--- config.mk ---
export PLATFORM = sky130hd
export DESIGN_NAME = rbmc_front
export DESIGN_NICKNAME = d
export VERILOG_FILES = /design/src/sv/rbmc_pkg.sv /design/src/sv/rbmc_front.sv
export SDC_FILE = /design/constraint.sdc
export NUM_CORES = 1
export LEC_CHECK = 0
export ABC_AREA = 1
export BUFFER_PORTS_ARGS = -buffer_cell sky130_fd_sc_hd__buf_2
export CAP_MARGIN = 20
export CORE_ASPECT_RATIO = 0.75
export CORE_MARGIN = 2
export CORE_UTILIZATION = 49
export CTS_BUF_LIST = sky130_fd_sc_hd__clkbuf_4
export DETAILED_ROUTE_END_ITERATION = 8
export PLACE_DENSITY = 0.78
export SLEW_MARGIN = 10
export SYNTH_ARGS = -nofsm -noshare
export SYNTH_HDL_FRONTEND = slang
export SYNTH_SLANG_ARGS = --single-unit
--- constraint.sdc ---
create_clock -name i_clk -period 5.4 [get_ports i_clk]
set_input_delay 1.08 -clock i_clk [delete_from_list [all_inputs] [get_ports i_clk]]
set_output_delay 1.08 -clock i_clk [all_outputs]
set_load 0.02 [all_outputs]
--- src/sv/rbmc_pkg.sv ---
// Shared types and constants for the RSSI-by-MAC cache.
// No dependencies; imported by every module of the block.
`default_nettype none

package rbmc_pkg;

    localparam int ENTRIES = 48;
    localparam int IDX_W   = (ENTRIES > 1) ? $clog2(ENTRIES) : 1;
    localparam int CNT_W   = $clog2(ENTRIES + 1);

    localparam int MAC_W   = 48;
    localparam int RSSI_W  = 8;
    localparam int TIME_W  = 32;

    localparam logic [TIME_W-1:0] WINDOW_RESET = 32'd1200;

    localparam logic OP_RECORD = 1'b0;
    localparam logic OP_LOOKUP = 1'b1;

    localparam logic [MAC_W-1:0] MAC_NONE  = '0;
    localparam logic [MAC_W-1:0] MAC_BCAST = '1;

    typedef struct packed {
        logic                     op;
        logic [MAC_W-1:0]         mac;
        logic signed [RSSI_W-1:0] rssi;
        logic [TIME_W-1:0]        now;
    } t_req;

    typedef struct packed {
        logic [MAC_W-1:0]         mac;
        logic signed [RSSI_W-1:0] rssi;
        logic [TIME_W-1:0]        seen;
    } t_entry;

    // queue handshake toward the back end
    typedef struct packed {
        logic valid;
        t_req req;
    } t_queue_out;

endpackage : rbmc_pkg

`default_nettype wire

--- src/sv/rbmc_front.sv ---
// Front end: accepts requests, drops records that cannot be cached, and
// queues the rest in a two-entry queue. Depends on rbmc_pkg.
`default_nettype none

module rbmc_front
    import rbmc_pkg::*;
(
    input  wire logic                     i_clk,
    input  wire logic                     i_rst_n,
    input  wire logic                     i_in_valid,
    output logic                          o_in_ready,
    input  wire logic                     i_opcode,
    input  wire logic [MAC_W-1:0]         i_mac_addr,
    input  wire logic signed [RSSI_W-1:0] i_rssi_sample,
    input  wire logic [TIME_W-1:0]        i_now_ms,
    output t_queue_out                    o_queue,
    input  wire logic                     i_pop
);

    t_req       r_slot [2];
    logic       r_wr_ptr, n_wr_ptr;
    logic       r_rd_ptr, n_rd_ptr;
    logic [1:0] r_count, n_count;

    logic accept;
    logic drop;
    logic push;
    logic pop;
    t_req req;

    assign o_in_ready = (r_count != 2'd2);
    assign accept     = i_in_valid && o_in_ready;

    // a record with no signal or a reserved MAC never touches the table
    assign drop = (i_opcode == OP_RECORD) &&
                  ((i_rssi_sample == '0) || (i_mac_addr == MAC_NONE) ||
                   (i_mac_addr == MAC_BCAST));

    assign push = accept && !drop;
    assign pop  = i_pop && (r_count != 2'd0);

    always_comb begin
        req.op   = i_opcode;
        req.mac  = i_mac_addr;
        req.rssi = i_rssi_sample;
        req.now  = i_now_ms;
    end

    always_comb begin
        n_wr_ptr = push ? ~r_wr_ptr : r_wr_ptr;
        n_rd_ptr = pop ? ~r_rd_ptr : r_rd_ptr;
        n_count  = r_count + {1'b0, push} - {1'b0, pop};
    end

    always_ff @(posedge i_clk) begin
        if (!i_rst_n) begin
            r_wr_ptr <= 1'b0;
            r_rd_ptr <= 1'b0;
            r_count  <= 2'd0;
        end else begin
            r_wr_ptr <= n_wr_ptr;
            r_rd_ptr <= n_rd_ptr;
            r_count  <= n_count;
        end
    end

    always_ff @(posedge i_clk) begin
        if (push) begin
            r_slot[r_wr_ptr] <= req;
        end
    end

    assign o_queue.valid = (r_count != 2'd0);
    assign o_queue.req   = r_slot[r_rd_ptr];

endmodule : rbmc_front

`default_nettype wire

# After elaboration in Yosys (flattened, before gate mapping)
# Memories as Yosys holds them, arrays and structs flattened. A register that Yosys moved wholly into a read port is not among the register bits.
# Index checks and enable logic that the tools add are counted.
# totals
register_bits	4
ramBits	178
input_bits	93
output_inout_bits	91
elab_cells	25
memories	1
# memory_table
memory	words	word_bits	rd	rd_ports_with_merged_regs	write_ports	line	source
r_slot	2	89	1	1	1	rbmc_front.sv:20	t_req r_slot [2];
# op_classes
n_addsub	2
eq_ne	2
muxes	4
bitwise	3
n_reduce_logical	10
# op_table
op	count
$eq 48x48->1 const B	1
$logic_not 48->1	1
$logic_not 8->1	1
$logic_and 1x1->1	4
$mux 1	4
$not 1->1	3
$add 2x1->2	1
$logic_or 1x1->1	2
$ne 2x2->1 const B	1
$reduce_bool 2->1	1
$sub 2x1->2	1
$logic_not 1->1	1

# Longest topological paths before layout
# Gate-level depths: netlist of run 1.
# depth
depth_word	8
depth_mapped	15
depth_no_buf	15

# Least setup slack after synthesis of run 1
# OpenSTA, ideal clock, no wires.
# synth_timing
path_kind	input-to-reg
startpoint	input i_mac_addr[17]
endpoint	memory r_slot[0][0] (netlist bit), enable pin
setup_ns	0.537
arrival_time_ns	5.267
path_slack_ns	-0.404
cell_stages	9
path_buffers	0
cell_sequence	nand2_1 nor2_1 nand2_1 nor2_1 nand3_1 nand3_2 nand2_2 nand2_1 nor2_1
# synth_between
elab_chain_cells	8
elab_cells_between_ends	9
classes_between	eq/ne (1); mux (2); reduce/logical (6)
# synth_rtl
element	line	source
start: declaration	rbmc_front.sv:13	input wire logic [MAC_W-1:0] i_mac_addr,
$logic_not 48->1	rbmc_front.sv:36	((i_rssi_sample == '0) || (i_mac_addr == MAC_NONE) ||
$logic_or 1x1->1	rbmc_front.sv:36	
$logic_or 1x1->1 (*)	rbmc_front.sv:36	
$logic_and 1x1->1 (*)	rbmc_front.sv:35	assign drop = (i_opcode == OP_RECORD) &&
$logic_not 1->1 (*)	rbmc_front.sv:39	assign push = accept && !drop;
$logic_and 1x1->1 (*)	rbmc_front.sv:39	
$mux 1 (*)	rbmc_front.sv:68	if (push) begin
$mux 1 (implied by the code) (*)	rbmc_front.sv:69	r_slot[r_wr_ptr] <= req;
end: declaration	rbmc_front.sv:20	
# Mark *: on every way between the ends. The rest lies on a longest branch, timed or not.

==> impl_metrics.tcl, run 1 <==
set metrics [dict create \
    syn_area_per_cell_um2 17.5 \
    grt_pass1_vias 4201 \
    first_pass_iters 4 \
    syn_inst 402 \
    synth_area_um2 7020 \
    pin_count 184 \
    drive_gt1_frac 0.369 \
    n_antenna_cell 0 \
    power_density_nw_per_um2 425 \
    chipWidth_um 142 \
    setup_viol 0 \
    clk-insertion-delay-late_ps 540 \
    crit_buf_inv 2 \
    cts_tree "built" \
    grt_max_degree 60 \
    viasPerCell 5.19 \
    design_area_um2 8430 \
    period_needed_ps 3670 \
    critical_path.top_delay_family "flip-flops" \
    maxCapViolations 0 \
    initial_core_util 0.507 \
    grt_overflow 0 \
    fmax_mhz 272 \
    power.total_w 0.00358 \
    num_vias 4083 \
    postLayoutSetupSlackWorst_ps 1730 \
    detail-route-antenna-nets 0 \
    clock_path_buffers 2 \
    fin_setup_tns_ps 0 \
    crit_type "register to output port" \
    critPathRequiredTime_ps 4320 \
    cts-root-buf "clkbuf_4" \
    post_cts_buffers 0 \
    crit_chain "buf_4 > mux2_1 > buf_2" \
    initialDrtViolationCount 151 \
    dr_wl_met3_um 1140 \
    slew_headroom 0.450 \
    worstMarginPinSlew_ps 824 \
    post-route-period-util 0.680 \
    critPathArrivalTime_ps 2590 \
    synth_cell_types 20 \
    row_count 37 \
    port_buffers 183 \
    coreArea_um2 13800 \
    htree_levels 4 \
    maxSlewViolCount 0 \
    rsz0062_at_grt "false" \
    slowest_stage "dfxtp_4" \
    globalRouteTotalUtil 0.187 \
    wl_met2_um 6750 \
    cts_made_buffers 17 \
    synth_nets 497 \
    min_path_type "register to register" \
    highest_layer "met5" \
    die_h_um 108 \
    wl_per_cell_um 17.8 \
    leakagePower_nw 3.19 \
    postPlaceCellArea_um2 8140 \
    critical_path.endpoint_type "output port" \
    yosys_warnings 0 \
    dieArea_um2 15300 \
    cpPeakStageDelay_ps 920 \
    post_cts_resize_count 0 \
    start_kind "register" \
    clock-sinks 183 \
    finalHoldViolCount 0 \
    wl_met1_um 5940 \
    routed_wl_um 14000 \
    antenna_found_initial 2 \
    clkTransAtPathRegs_ps 140 \
    grt_pass1_wl_um 21300 \
    nNetsFinal 694 \
    syn_to_final_growth_pct 20.0 \
    cts_hold_buf 0 \
    ys_seq_elements 183 \
    cp_max_fo 59 \
    clock_skew_ps 11.7 \
    place_congestion 0.792 \
    ir_drop_uv 349 \
    ys_seq_area_frac 0.776 \
    outcome "finished clean" \
    post-place-ws_ps 1510 \
    dp_hpwl_um 9570 \
    drc_errors 0 \
]
## final timing paths
kind	from	end	slack, ps	cells past startpoint
max	register	o_queue[44]	1730	3
min	r_rd_ptr	register	470	1
max reg2reg	r_count[0]	r_slot[1][39]	3160	6
min reg2reg	r_rd_ptr	register	470	1
## cells in the final DEF (no fill, tap or decap)
master / netlist / layout
nand3_1: 1 / 1
nor2_1: 47 / 46
nand4_1: 2 / 2
buf_12: 0 / 1
a21boi_1: 1 / 1
clkinv_4: 0 / 2
nand2_2: 1 / 1
mux2_1: 89 / 89
o21ai_0: 1 / 1
o21ai_1: 1 / 1
edfxtp_1: 178 / 178
inv_2: 2 / 2
clkbuf_4: 0 / 19
nor4_1: 2 / 2
inv_1: 5 / 4
clkinv_1: 0 / 2
nor2_4: 0 / 1
xnor2_1: 1 / 1
clkinv_2: 0 / 5
dfxtp_1: 5 / 4
nand2_1: 48 / 48
dfxtp_4: 0 / 1
buf_2: 8 / 183
a21oi_1: 4 / 4
inv_6: 0 / 2
buf_4: 0 / 4
nand3_2: 2 / 2
clkinvlp_4: 0 / 1
ha_1: 2 / 2
bufinv_16: 0 / 2
## report_power, final
group / switching, W / internal (W) / total (W)
Clock: 0.000446 / 0.000283 / 0.000729
Combinational: 0.000615 / 0.000338 / 0.000953
Sequential: 0.0000969 / 0.00180 / 0.00190
## sequential cells by signal (all words and copies together), names as in the netlist, named ones only
signal    cells
r_count       2
r_rd_ptr      1
r_slot      178
r_wr_ptr      1
## layer usage
layer / vias up / GRT usage
met5: - / 0
met4: 2 / 0.0557
met3: 15 / 0.0690
met2: 142 / 0.313
met1: 2024 / 0.230
li1: 1900 / -
## final cells by class
cell class | instances | area [µm²]
Sequential cell | 183 | 5450
Fill cell | 1056 | 5410
Multi-Input combinational cell | 202 | 1490
Timing Repair Buffer | 188 | 966
Tap cell | 175 | 219
Clock buffer | 19 | 143
Clock inverter | 13 | 130
Inverter | 7 | 27.5
## per-stage QoR
step           instances  hold slack (ps)  utilization
6_report             787              469        0.609
5_1_grt              787              506        0.609
4_1_cts              786              481        0.607
3_5_place_dp         754              442        0.588
3_3_place_gp         754              429        0.588
2_1_floorplan        402              430            -
## synthesized netlist by cell type
cell      number  area (µm²)
a21boi_1       1        7.51
a21oi_1        4        20.0
buf_2          8        40.0
buf_6          2        22.5
dfxtp_1        5         100
edfxtp_1     178        5350
ha_1           2        25.0
inv_1          5        18.8
inv_2          2        7.51
mux2_1        89        1000
nand2_1       48         180
nand2_2        1        6.26
nand3_1        1        5.00
nand3_2        2        20.0
nand4_1        2        12.5
nor2_1        47         176
nor4_1         2        12.5
o21ai_0        1        5.00
o21ai_1        1        5.00
xnor2_1        1        8.76
## kinds of logic (layout without fill, tap and decap cells)
group                      after synthesis  after routing  synth area share
DFF                                    183            183             0.776
and+or+nand+nor                        103            103            0.0588
muxes                                   89             89             0.143
buffers and inverters                   17            227            0.0127
AOI/OAI and AO/OA                        7              7           0.00535
adders and majority gates                2              2           0.00356
xor gates and xnor gates                 1              1           0.00125
(Power assumes the default switching activity.)
==> run 2, diff against run 1 <==
--- a/config.mk
+++ b/config.mk
@@ -5,7 +5,7 @@
 export SDC_FILE = /design/constraint.sdc
 export NUM_CORES = 1
 export LEC_CHECK = 0
-export ABC_AREA = 1
+export ABC_AREA = 0
 export BUFFER_PORTS_ARGS = -buffer_cell sky130_fd_sc_hd__buf_2
 export CAP_MARGIN = 20
 export CORE_ASPECT_RATIO = 0.75
==> constraint.sdc (replaced) <==
create_clock -name i_clk -period 3.1 [get_ports i_clk]
set_input_delay 0.62 -clock i_clk [delete_from_list [all_inputs] [get_ports i_clk]]
set_output_delay 0.62 -clock i_clk [all_outputs]
set_load 0.02 [all_outputs]
==> run 2 against run 1 <==
Effect of this change:
- via count decreased by 6.3%
- critical path depth unchanged
- first-iteration DRC count increased by 87%
- setup slack got worse by 1200 ps
- global-route usage decreased by 0.40 points
- die area decreased by 1.6%
- combinational power increased by 120%
- synthesized cell count decreased by 15%
- worst hold slack got worse by 210 ps
- clock-buffer cell count decreased by 2
==> impl_metrics.tcl, run 2 <==
set metrics [dict create \
    outcome "finished clean" \
    synth_area_um2 6900 \
    critPathArrivalTime_ps 2000 \
    fin_setup_tns_ps 0 \
    maxSlewViolCount 0 \
    place_congestion 0.749 \
    grt_pass1_vias 3971 \
    synth-async-reset-ratio 0 \
    clkTransAtPathRegs_ps 140 \
    slew_headroom 0.685 \
    post_cts_resize_count 0 \
    highest_layer "met4" \
    post-place-ws_ps 79.6 \
    pin_count 184 \
    dieArea_um2 15100 \
    ys_seq_elements 183 \
    ir_drop_uv 511 \
    synth_most_common_cell "edfxtp_1" \
    cts-root-buf "clkbuf_4" \
    worstMarginPinSlew_ps 468 \
    maxCapViolations 0 \
    dp_hpwl_um 9480 \
    top_register "r_slot" \
    detail-route-antenna-nets 0 \
    globalRouteTotalUtil 0.183 \
    min_path_type "primary input to register" \
    critPathRequiredTime_ps 2480 \
    die_h_um 107 \
    htree_levels 4 \
    cpPeakStageDelay_ps 490 \
    post-route-period-util 0.845 \
    first_pass_iters 4 \
    leakagePower_nw 3.03 \
    crit_buf_inv 2 \
    ys_seq_area_frac 0.789 \
    final_cell_mix "buf_2, edfxtp_1, mux2_2" \
    setup_viol 0 \
    period_needed_ps 2620 \
    cts_made_buffers 17 \
    grt_overflow 0 \
    initial_core_util 0.502 \
    wl_per_cell_um 18.6 \
    initialDrtViolationCount 282 \
    instances_no_fill 732 \
    multiInputGateArea_um2 1440 \
    yosys-top-cells-count "edfxtp_1, mux2_2, nand4_1" \
    dp_cells 699 \
    postLayoutSetupSlackWorst_ps 479 \
    wl_met2_um 6410 \
    critical_path.top_delay_family "buffers and inverters" \
    synth_ff_type "edfxtp_1" \
    synth.area.top_cells "edfxtp_1, mux2_2, dfxtp_1" \
    routed_wl_um 13600 \
    fmax_mhz 382 \
    synth_cell_types 28 \
    row_count 37 \
    grt_pass1_wl_um 20400 \
    largest_reg_flops 178 \
    chipWidth_um 141 \
    cts_tree "built" \
    cp_max_fo 29 \
    power_density_nw_per_um2 790 \
    clock-sinks 183 \
    antenna_found_initial 1 \
    viasPerCell 5.22 \
    coreArea_um2 13700 \
    reg.largest.list "r_slot (178), r_count (2)" \
    drc_errors 0 \
    power.total_w 0.00666 \
    slowest_stage "dfxtp_4" \
    start_kind "register" \
    finalHoldViolCount 0 \
    yosys_warnings 0 \
    syn_area_per_cell_um2 20.2 \
    synth_edf_count 178 \
    synthDominantCellAreaShare 0.774 \
    cts_hold_buf 0 \
    seq_area_um2 5450 \
    clock_path_buffers 2 \
    critical_path.endpoint_type "output port" \
    n_fill_cell 1029 \
    drive_gt1_frac 0.572 \
    mostFrequentLayoutCell "buf_2" \
    nNetsFinal 638 \
    wl_met1_um 6020 \
    port_buffers 183 \
    crit_chain "buf_4 > mux2_2 > buf_2" \
    syn_to_final_growth_pct 22.2 \
    crit_type "register to output port" \
    syn_inst 342 \
    clk-insertion-delay-late_ps 550 \
    dr_wl_met3_um 1040 \
    clock_skew_ps 21.0 \
    rsz0062_at_grt "false" \
    num_vias 3824 \
    synth.largest_area_cell "edfxtp_1" \
    synth_nets 437 \
    post_cts_buffers 0 \
    grt_max_degree 53 \
]
-- run 2: changes by cell type after synthesis, sizes merged, moves of 3 or more --
| cell | change |
|---|---|
| nor2 | -46 |
| nor4 | +13 |
| a21oi | -3 |
| buf | -8 |
| clkbuf | +8 |
| nand4 | +13 |
| nand2 | -48 |
| and2 | +3 |
| inv | -6 |
-- run 2: power by group --
group / internal (W) / total [W] / switching, W
clock network: 0.000477 / 0.00126 / 0.000786
logic: 0.000837 / 0.00210 / 0.00126
registers: 0.00319 / 0.00330 / 0.000119
total: 0.00450 / 0.00666 / 0.00216
-- run 2: kinds of logic after synthesis --
| logic type | Yosys count | share of synthesized area |
|---|---|---|
| buf+inv | 11 | 0.00634 |
| flops | 183 | 0.789 |
| xor+xnor | 3 | 0.00381 |
| compound gates | 4 | 0.00562 |
| fa+ha+maj | 2 | 0.00362 |
| simple gates | 50 | 0.0468 |
| mux | 89 | 0.145 |
-- run 2: final cells by class --
class	instances	area share
clock buffers	17	0.0151
inverters	1	0.000445
flip-flops and latches	183	0.646
diodes	1	0.000297
repair buffers	192	0.124
multi-input cells	148	0.170
clock inverters	15	0.0179
well taps	175	0.0260
-- run 2: worst paths after layout --
path,end,slack [ps],depth (start not counted),from
max,o_queue[82],480,3,register
min,r_slot[1][7],260,1,i_now_ms[7]
max reg2reg,r_count[1],1020,9,r_count[0]
min reg2reg,register,560,2,r_rd_ptr
-- run 2: routing by layer --
metal | up-vias | track usage
met5 | - | 0
met3 | 15 | 0.0563
li1 | 1793 | -
met4 | 0 | 0.0693
met2 | 143 | 0.293
met1 | 1873 | 0.239
-- run 2: through the flow --
stage / area [µm²] / util / hold slack, ps
after floorplan: 6930 / - / 504
after global placement: 8160 / 0.593 / 520
after detailed placement: 8160 / 0.593 / 522
after CTS: 8430 / 0.613 / 189
after global routing: 8430 / 0.613 / 189
final: 8440 / 0.614 / 256
